**src/hdl/and_gate_structural_hash_core_defines.svh**
```systemverilog
// Assertion macros for the structural hash core
`ifndef AND_GATE_STRUCTURAL_HASH_CORE_DEFINES_SVH
`define AND_GATE_STRUCTURAL_HASH_CORE_DEFINES_SVH

// Implication checked on every clock edge outside reset
`define SH_ASSERT_IMP(lbl, ante, cons) \
    lbl: assert property (@(posedge clk) disable iff (!rst_n) (ante) |-> (cons)) \
        else $error("check failed");

// Implication whose consequent is checked in the cycle after the antecedent
`define SH_ASSERT_NEXT(lbl, ante, cons) \
    lbl: assert property (@(posedge clk) disable iff (!rst_n) (ante) |=> (cons)) \
        else $error("check failed");

`endif

```
**src/hdl/agsh_pkg.sv**
```systemverilog
//------------------------------------------------------------------------------
// agsh_pkg
// Shared types and constants of the AND gate structural hash core.
//------------------------------------------------------------------------------
`timescale 1ns / 1ps

package agsh_pkg;

    localparam int BKT_CNT      = 256;
    localparam int BUCKET_DEPTH = 8;
    localparam int MAX_GATES    = 4096;
    localparam int VAR_BITS     = 20;

    localparam int BK_W    = $clog2(BKT_CNT);
    localparam int SLOT_W  = $clog2(BUCKET_DEPTH);
    localparam int FILL_W  = $clog2(BUCKET_DEPTH + 1);
    localparam int GIDX_W  = $clog2(MAX_GATES);
    localparam int GCNT_W  = $clog2(MAX_GATES + 1);
    localparam int LIT_W   = 21;
    localparam int GATE_W  = VAR_BITS + 2 * LIT_W;
    localparam int BSLOT_D = BKT_CNT * BUCKET_DEPTH;
    localparam int BSLOT_W = $clog2(BSLOT_D);

    localparam logic [31:0] HASH_MUL = 32'd17;

    localparam logic [1:0] ST_OK        = 2'd0;
    localparam logic [1:0] ST_TBL_FULL  = 2'd1;
    localparam logic [1:0] ST_BKT_FULL  = 2'd2;
    localparam logic [1:0] ST_VAR_RANGE = 2'd3;

    localparam logic REG_HASH_EN   = 1'b0;
    localparam logic REG_FIRST_AUX = 1'b1;

    // controller -> datapath
    typedef struct packed {
        logic load;      // capture input item
        logic hash;      // compute bucket, read fill
        logic gate_rd;   // issue gate table read
        logic cmp;       // compare gate read data
        logic decide;    // compute outcome
        logic commit;    // write state, emit
    } agsh_cmd_t;

    // datapath -> controller
    typedef struct packed {
        logic hit;
        logic probe_more;  // more slots to probe
    } agsh_stat_t;

endpackage

```
**src/hdl/agsh_ctrl.sv**
```systemverilog
//------------------------------------------------------------------------------
// agsh_ctrl
// Sequencer: hash, probe bucket slots one by one, decide, commit.
//------------------------------------------------------------------------------
`timescale 1ns / 1ps
`include "and_gate_structural_hash_core_defines.svh"

module agsh_ctrl (
    input  logic                clk,
    input  logic                rst_n,
    input  logic                start,
    output logic                busy,
    output agsh_pkg::agsh_cmd_t cmd,
    input  agsh_pkg::agsh_stat_t stat
);

    typedef enum logic [2:0] {
        S_IDLE, S_HASH, S_SLOT, S_GATE, S_WAIT, S_CMP, S_DECIDE, S_COMMIT
    } state_t;

    state_t state_reg, state_next;

    always_comb
    begin
        state_next = state_reg;
        unique case (state_reg)
            S_IDLE:   if (start) state_next = S_HASH;
            S_HASH:   state_next = S_SLOT;
            S_SLOT:   state_next = stat.probe_more ? S_GATE : S_DECIDE;
            S_GATE:   state_next = S_WAIT;
            S_WAIT:   state_next = S_CMP;
            S_CMP:    state_next = (stat.hit || !stat.probe_more) ? S_DECIDE : S_GATE;
            S_DECIDE: state_next = S_COMMIT;
            S_COMMIT: state_next = S_IDLE;
            default:  state_next = S_IDLE;
        endcase
    end

    always_ff @(posedge clk or negedge rst_n)
    begin
        if (!rst_n)
        begin
            state_reg <= S_IDLE;
        end
        else
        begin
            state_reg <= state_next;
        end
    end

    assign busy = (state_reg != S_IDLE);

    always_comb
    begin
        cmd         = '0;
        cmd.load    = (state_reg == S_IDLE) && start;
        cmd.hash    = (state_reg == S_HASH);
        cmd.gate_rd = (state_reg == S_GATE);
        cmd.cmp     = (state_reg == S_CMP);
        cmd.decide  = (state_reg == S_DECIDE);
        cmd.commit  = (state_reg == S_COMMIT);
    end

    `SH_ASSERT_NEXT(a_load_hash, cmd.load, state_reg == S_HASH)
    `SH_ASSERT_NEXT(a_decide_commit, state_reg == S_DECIDE, cmd.commit)
    `SH_ASSERT_NEXT(a_commit_idle, cmd.commit, !busy)

endmodule

```
**config.mk**
```make
export PLATFORM = sky130hd
export DESIGN_NAME = agsh_ctrl
export DESIGN_NICKNAME = d
export VERILOG_FILES = /design/src/hdl/agsh_pkg.sv /design/src/hdl/agsh_ctrl.sv
export VERILOG_INCLUDE_DIRS = /design/src /design/src/hdl
export SDC_FILE = /design/constraint.sdc
export NUM_CORES = 1
export LEC_CHECK = 0
export ABC_CLOCK_PERIOD_IN_PS = 1750
export BUFFER_PORTS_ARGS = -buffer_cell sky130_fd_sc_hd__buf_2
export CORE_AREA = 3 3 40 42
export DETAILED_ROUTE_END_ITERATION = 10
export DIE_AREA = 0 0 43 45
export PLACE_DENSITY = 0.46
export SLEW_MARGIN = 20
export SYNTH_ARGS = -nofsm -noshare
export SYNTH_HDL_FRONTEND = slang
export SYNTH_SLANG_ARGS = --single-unit
```
**constraint.sdc**
```tcl
create_clock -name clk -period 1.75 [get_ports clk]
set_input_delay 0.175 -clock clk [delete_from_list [all_inputs] [get_ports clk]]
set_output_delay 0.175 -clock clk [all_outputs]
set_load 0.01 [all_outputs]
```
==> results of run 1 <==
layout by cell type, fill, tap and decap left out:
cell / count
a21oi_1: 1
and3_1: 2
buf_2: 11
clkbuf_1: 1
clkbuf_4: 3
dfrtp_1: 3
dlygate4sd3_1: 1
inv_2: 1
nand2_1: 1
nand2b_1: 2
nand2b_2: 1
nand4bb_1: 1
nor2_1: 2
nor2b_1: 2
nor3_1: 1
nor4b_1: 1
o211ai_2: 1
o221ai_1: 1
or3_1: 1
or3b_1: 1
xor2_1: 1
critical path, cell delays in order (launching register included):
cell and delay (ns):
dfrtp_1 0.48, or3_1 0.40, buf_2 0.14
per-stage QoR:
stage | power [mW] | instance area, µm² | utilization, % | cells
floorplan | 0.420 | 239 | - | 26
global placement | 0.455 | 285 | 22.2 | 49
detailed placement | 0.461 | 285 | 22.2 | 49
CTS | 0.591 | 322 | 25.0 | 54
global route | 0.638 | 322 | 25.0 | 54
finish | 0.576 | 322 | 25.0 | 54
how the worst min path moves through the flow:
stage,startpoint,endpoint,slack (ns),depth (start not counted)
6_report,rst_n,state_reg[0]$_DFFE_PN0P_,0.26,2
3_5_place_dp,rst_n,state_reg[2]$_DFFE_PN0P_,-0.03,1
2_1_floorplan,rst_n,state_reg[0]$_DFFE_PN0P_,-0.12,0
3_3_place_gp,rst_n,state_reg[2]$_DFFE_PN0P_,-0.03,1
5_1_grt,rst_n,state_reg[0]$_DFFE_PN0P_,0.29,2
4_1_cts,rst_n,state_reg[2]$_DFFE_PN0P_,0.26,2
routing by layer:
layer / vias to the layer above / part of all wire [%] / global-route usage (%) / routed length [µm]
met5: - / 0 / 0 / 0
met4: 0 / 0 / 7.23 / 0
met3: 0 / 6.6 / 1.99 / 35
met2: 5 / 52 / 9.88 / 277
met1: 90 / 41 / 7.49 / 221
li1: 117 / - / - / -
timing repair:
action	4_1_cts	5_1_grt
setup endpoints to repair	0	0
hold buffers	1	0
endpoints found under the hold margin	3	0
report_power, final:
group	internal, mW	switching, mW	leakage, nW
registers	0.107	0.102	0.0350
clock network	0.0856	0.0377	0.0150
logic	0.134	0.109	0.108
total	0.327	0.249	0.158
kinds of logic (layout without fill, tap and decap cells):
group / after synthesis / in the layout / synth area share [%]
AND/OR/NAND/NOR: 15 / 15 / 40.8
flip-flops: 3 / 3 / 31.4
AO/OA/AOI/OAI: 3 / 3 / 11.0
buffers and inverters: 4 / 17 / 13.1
XOR/XNOR: 1 / 1 / 3.67
area by class of cell:
| cell class | instances | area (µm²) | share of cell area (%) |
|---|---|---|---|
| multi-input cells | 19 | 133 | 41.2 |
| flip-flops and latches | 3 | 75.1 | 23.3 |
| repair buffers | 12 | 65.1 | 20.2 |
| clock buffers | 4 | 26.3 | 8.17 |
| well taps | 15 | 18.8 | 5.84 |
| inverters | 1 | 3.75 | 1.17 |
==> impl_metrics.toml, run 1 <==
[drt]
wl_per_cell_um = 9.87
avgViaCountPerCell = 3.93
num_vias = 212
dr.pass1.iters = 4
drtAntennaViolNets = 0
drt_iter0_drc = 4
routed_wl_um = 533
drc_errors = 0

[setup_path]
cp-start-kind = "flop"
cp.arrival_ns = 1.26
rrSetupSlack_ns = 0.68
r2r_cells = 2
required_ns = 1.57
cp_max_fo = 10
cp-end-kind = "output pin"
cp-startpoint = "state_reg[0]$_DFFE_PN0P_"
rr_endpoint = "state_reg[0]$_DFFE_PN0P_"
r2r_start = "state_reg[0]$_DFFE_PN0P_"
critPathKind = "flop to output pin"
cp-endpoint = "busy"

[sta]
maxSlewViolCount = 0
max_slew_margin_pct = 77.8
fin_crit_ns = 1.44
fmax_ghz = 0.696
finalSetupTns_ns = 0
setup_ws_ns = 0.314
rsz0062_at_grt = "false"
hold_slack_ns = 0.261
clock_skew_ns = 0.00858
tightest_slew_ns = 0.333
hold_viol_final = 0
fin_crit_sh_pct = 82.1
finalSetupViolCount = 0

[synthesis]
ys.flop_type = "dfrtp_1"
avgSynthCellArea_um2 = 9.19
synth_nets = 31
synthTopCellsByArea = "dfrtp_1 (31%), buf_6 (9.4%), and3_1 (5.2%)"
synthDistinctLibCells = 19
netlist_instances = 26
yosysTopAreaCellShare_pct = 31.4
synth_top_area_cell = "dfrtp_1"
synth_seq_cells = 3
synthArstFlopShare_pct = 100
ys_warn_count = 0
synth.most_common_cell = "dfrtp_1"
synth-edff-count = 0
synth_area_um2 = 239
synth-seq-area-share_pct = 31.4

[finish]
n_fill_cell = 150
nNetsFinal = 45
largest_reg_flops = 3
drive_gt1_share_pct = 43.6
area_delta_synth_final_pct = 34.6
num_antenna_cells = 0

[cts]
cts.clk_slew.worst_paths_ns = 0.04
cts_made_buffers = 3
cts_tree = "done"
post_cts_resized = 0
cts-htree-levels = 1
cts.sinks = 3
clock_latency_ns = 0.24
root_buffer = "clkbuf_4"
postCtsSetupBuffers = 0
cts_max_path_buffers = 2

[global_routing]
track_usage_pct = 6.75
antenna_found_initial = 0
grt_pass1_vias = 202
overflow = 0
grt_pass1_wl_um = 924
grt_start_max_net_pins = 13

[pwr]
power.density_nw_per_um2 = 1790
p_leak_nw = 0.158
irDropWorstVdd_mv = 0.396

[floorplan]
dieArea_um2 = 1940
die_w_um = 43
initial_core_util_pct = 18.6
ios = 12
die_height_um = 45
coreArea_um2 = 1280
num_rows = 13

[worst_hold_path]
worstHoldPathType = "input pin to async pin"

[placed_design]
dp_slack_ns = 0.560
portBuffers = 11
gp_congestion = 0.662

[outcome]
status = "finished clean"

[flow_run]
drv_cap = 0
(Power assumes the default switching activity.)
==> run 2, diff against run 1 <==
- ABC_CLOCK_PERIOD_IN_PS: 1750 -> 1400
- clock period: 1.75 -> 1.4 ns (I/O delays scaled with it)
==> impl_metrics.toml, run 2 (synthesis results as in run 1) <==
[setup_path]
max_stage_delay_ns = 0.46
cp_max_fo = 9
rr_endpoint = "state_reg[0]$_DFFE_PN0P_"
path_cells = "or3_1 > buf_2"
cp-start-kind = "flop"
rrSetupSlack_ns = 0.36
cp-end-kind = "output pin"
critPathKind = "flop to output pin"
cp.arrival_ns = 1.22
cp_slowest_cell = "dfrtp_2"
r2r_start = "state_reg[0]$_DFFE_PN0P_"
r2r_cells = 2
required_ns = 1.26

[cts]
cts_tree = "done"
cts-htree-levels = 1
root_buffer = "clkbuf_4"
cts.clk_slew.worst_paths_ns = 0.04
cts.sinks = 3
clock_latency_ns = 0.24
cts_max_path_buffers = 2
cts_made_buffers = 3

[drt]
drt_iter0_drc = 4
drtAntennaViolNets = 0
wl_per_cell_um = 10.1
routed_wl_um = 573
dr.pass1.iters = 4
num_vias = 226
drc_errors = 0
avgViaCountPerCell = 3.96

[floorplan]
num_rows = 13
die_height_um = 45
initial_core_util_pct = 18.6
coreArea_um2 = 1280
ios = 12
dieArea_um2 = 1940
die_w_um = 43

[sta]
hold_slack_ns = 0.226
finalSetupTns_ns = 0
maxSlewViolCount = 0
finalSetupViolCount = 0
max_slew_margin_pct = 86.6
hold_viol_final = 0
clock_skew_ns = 0.00880
tightest_slew_ns = 0.201
fin_crit_sh_pct = 97.0
rsz0062_at_grt = "false"
fin_crit_ns = 1.36
fmax_ghz = 0.736

[worst_hold_path]
worstHoldPathType = "input pin to async pin"

[global_routing]
grt.busiest_layer = "met2"
antenna_found_initial = 0
overflow = 0
track_usage_pct = 6.75
met1_usage_pct = 7.49
grt_pass1_wl_um = 924
grt.met3_usage_pct = 1.99
grt_pass1_vias = 202
met2_usage_pct = 9.88
grt_start_max_net_pins = 13

[placed_design]
portBuffers = 11
gp_congestion = 0.662

[pwr]
power.density_nw_per_um2 = 2280
total_power_uw = 808
irDropWorstVdd_mv = 0.527
p_leak_nw = 0.171

[finish]
drive_gt1_share_pct = 57.1
final_core_util_pct = 27.6
largest_reg_flops = 3
area_delta_synth_final_pct = 48.2
num_antenna_cells = 0
most-common-layout-cells = "buf_2 (11), clkbuf_4 (3), buf_4 (3), dfrtp_2 (3)"
nNetsFinal = 48
final_common_cell = "buf_2"

[outcome]
status = "finished clean"

[flow_run]
drv_cap = 0
==> run 2: worst max path at each step <==
stage | from | slack [ns] | endpoint | cells after the start
2_1_floorplan | state_reg[1]$_DFFE_PN0P_ | 0.28 | cmd[5] | 2
3_3_place_gp | state_reg[1]$_DFFE_PN0P_ | 0.26 | busy | 2
3_5_place_dp | state_reg[0]$_DFFE_PN0P_ | 0.25 | busy | 2
4_1_cts | state_reg[1]$_DFFE_PN0P_ | 0.003 | busy | 2
5_1_grt | state_reg[0]$_DFFE_PN0P_ | 0.02 | busy | 2
6_report | state_reg[0]$_DFFE_PN0P_ | 0.04 | busy | 2
==> run 2: what timing repair did <==
item	4_1_cts	5_1_grt
gates cloned	0	0
hold buffers	1	0
hold endpoints to repair	3	0
resized for setup	1	3
setup buffers	0	3
endpoints found under the setup margin	1	2
==> run 2: where the power goes <==
group	internal (mW)	leakage, nW	switching [mW]	total, mW
combinational	0.222	0.124	0.157	0.379
sequential	0.144	0.0320	0.131	0.275
clock	0.107	0.0150	0.0474	0.154
total	0.474	0.171	0.335	0.808
==> run 2: cell type report <==
| class | instances | area, µm² |
|---|---|---|
| clock buffers | 4 | 26.3 |
| fillers | 149 | 931 |
| inverters | 1 | 3.75 |
| multi-input cells | 19 | 139 |
| flip-flops and latches | 3 | 78.8 |
| well taps | 15 | 18.8 |
| repair buffers | 15 | 87.6 |
==> run 2: worst max-delay path: cells and delay by family, from the launching register on <==
kind / cells / cell delay (ns)
flops: 1 / 0.46
simple gates: 1 / 0.37
buf+inv: 1 / 0.14
==> run 2: per-layer routing <==
layer / up-vias / wire (µm)
met3: 0 / 35
met5: - / 0
met1: 99 / 239
met4: 0 / 0
li1: 122 / -
met2: 5 / 298
==> run 2: metrics by stage <==
step	setup WS (ns)	instances	instance area, µm²
final	0.0416	57	354
after global routing	0.0171	57	354
after CTS	0.00311	54	323
after detailed placement	0.245	49	285
after global placement	0.262	49	285
after floorplan	0.277	26	239
==> run 3, diff against run 2 <==
- CTS_BUF_LIST: default -> sky130_fd_sc_hd__clkbuf_8
==> impl_metrics.toml, run 3 (synthesis results as in run 1) <==
[cts]
cts_tree = "done"
cts_made_buffers = 3
root_buffer = "clkbuf_8"
cts.sinks = 3
cts.clk_slew.worst_paths_ns = 0.03
clock_latency_ns = 0.22
cts-htree-levels = 1
cts_max_path_buffers = 2

[pwr]
p_seq_share_pct = 33.4
total_power_uw = 831
swShare_pct = 40.0
clkPwrFrac_pct = 29.4
switchingPower_uw = 332
p_int_uw = 499
irDropWorstVdd_mv = 0.575
p_leak_nw = 0.169
comb_power_share_pct = 37.2
power.density_nw_per_um2 = 2380

[drt]
drtAntennaViolNets = 0
drt_iter0_drc = 6
num_vias = 213
wl_per_cell_um = 10.3
routed_wl_um = 558
drc_errors = 0
avgViaCountPerCell = 3.94
dr.pass1.iters = 4

[placed_design]
portBuffers = 11
gp_congestion = 0.662
dp_cells = 49
dp_slack_ns = 0.245
placed_area_um2 = 285

[setup_path]
r2r_cells = 2
critPathKind = "flop to output pin"
cp_max_fo = 10
cp.arrival_ns = 1.21
cp-start-kind = "flop"
cp-end-kind = "output pin"
required_ns = 1.26

[finish]
num_antenna_cells = 0
largest_reg_flops = 3
final_common_cell = "buf_2"
n_fill_cell = 150
area_delta_synth_final_pct = 46.1
nNetsFinal = 45
most-common-layout-cells = "buf_2 (11), clkbuf_8 (3)"
drive_gt1_share_pct = 51.3
final_area_um2 = 349
final_core_util_pct = 27.2
fin_cells = 54

[outcome]
status = "finished clean"

[floorplan]
num_rows = 13
ios = 12
die_w_um = 43
dieArea_um2 = 1940
initial_core_util_pct = 18.6
die_height_um = 45
coreArea_um2 = 1280

[sta]
tightest_slew_ns = 0.339
maxSlewViolCount = 0
rsz0062_at_grt = "false"
hold_slack_ns = 0.248
fin_crit_sh_pct = 96.5
fin_crit_ns = 1.35
hold_viol_final = 0
setup_ws_ns = 0.0495
fmax_ghz = 0.740
finalSetupTns_ns = 0
clock_skew_ns = 0.00377
finalSetupViolCount = 0
max_slew_margin_pct = 77.4

[global_routing]
grt_pass1_wl_um = 952
grt_start_max_net_pins = 13
track_usage_pct = 7.08
overflow = 0
grt_pass1_vias = 208
antenna_found_initial = 0

[worst_hold_path]
worstHoldPathType = "input pin to async pin"

[flow_run]
drv_cap = 0
## run 3: changes by cell type in the layout (fill, tap and decap cells not counted)
cell,change
clkbuf_8,+3
buf_4,-3
dfrtp_2,-1
dfrtp_1,+1
inv_1,+1
clkbuf_1,-1
clkbuf_4,-3
## run 3: area by class of cell
cell class	instances	area (µm²)	share of cell area (%)
clock buffers	3	41.3	11.8
well taps	15	18.8	5.38
inverters	1	3.75	1.08
multi-input cells	19	139	39.8
flip-flops and latches	3	77.6	22.2
clock inverters	1	3.75	1.08
repair buffers	12	65.1	18.6
## run 3: power groups by stage
stage                     Clock [mW]  Sequential, mW  Combinational [mW]
after floorplan                    0           0.157               0.368
after global placement             0           0.262               0.306
after detailed placement           0           0.267               0.309
after CTS                      0.253           0.266               0.312
after global routing           0.262           0.304               0.349
final                          0.244           0.278               0.309
## run 3: path summary, 6_finish.rpt
kind / start / to / slack (ns)
worst max register to register: state_reg[0]$_DFFE_PN0P_ / state_reg[0]$_DFFE_PN0P_ / 0.35
min in group clk: stat[0] / state_reg[0]$_DFFE_PN0P_ / 0.27
max in group asynchronous: rst_n / state_reg[1]$_DFFE_PN0P_ / 1.03
worst max-delay path: state_reg[0]$_DFFE_PN0P_ / busy / 0.05
worst min register to register: state_reg[0]$_DFFE_PN0P_ / state_reg[1]$_DFFE_PN0P_ / 0.61
worst min-delay path: rst_n / state_reg[2]$_DFFE_PN0P_ / 0.25
## run 3: worst max-delay path, stage by stage, from the launching register on
cell and delay (ns):
dfrtp_2 0.47, or3_1 0.38, buf_2 0.14
## run 3: metal layers
| metal | routed length [µm] | vias to the layer above | GRT usage [%] |
|---|---|---|---|
| met1 | 229 | 90 | 7.73 |
| met2 | 281 | 7 | 9.88 |
| met5 | 0 | - | 0 |
| met4 | 0 | 0 | 7.23 |
| met3 | 47 | 0 | 3.19 |
| li1 | - | 116 | - |
## run 3: repair_timing
| item | in CTS | in global routing |
|---|---|---|
| hold buffers | 1 | 0 |
| endpoints found under the setup margin | 0 | 2 |
| resized for setup | 0 | 3 |
| endpoints found under the hold margin | 3 | 0 |
| setup buffers | 0 | 0 |
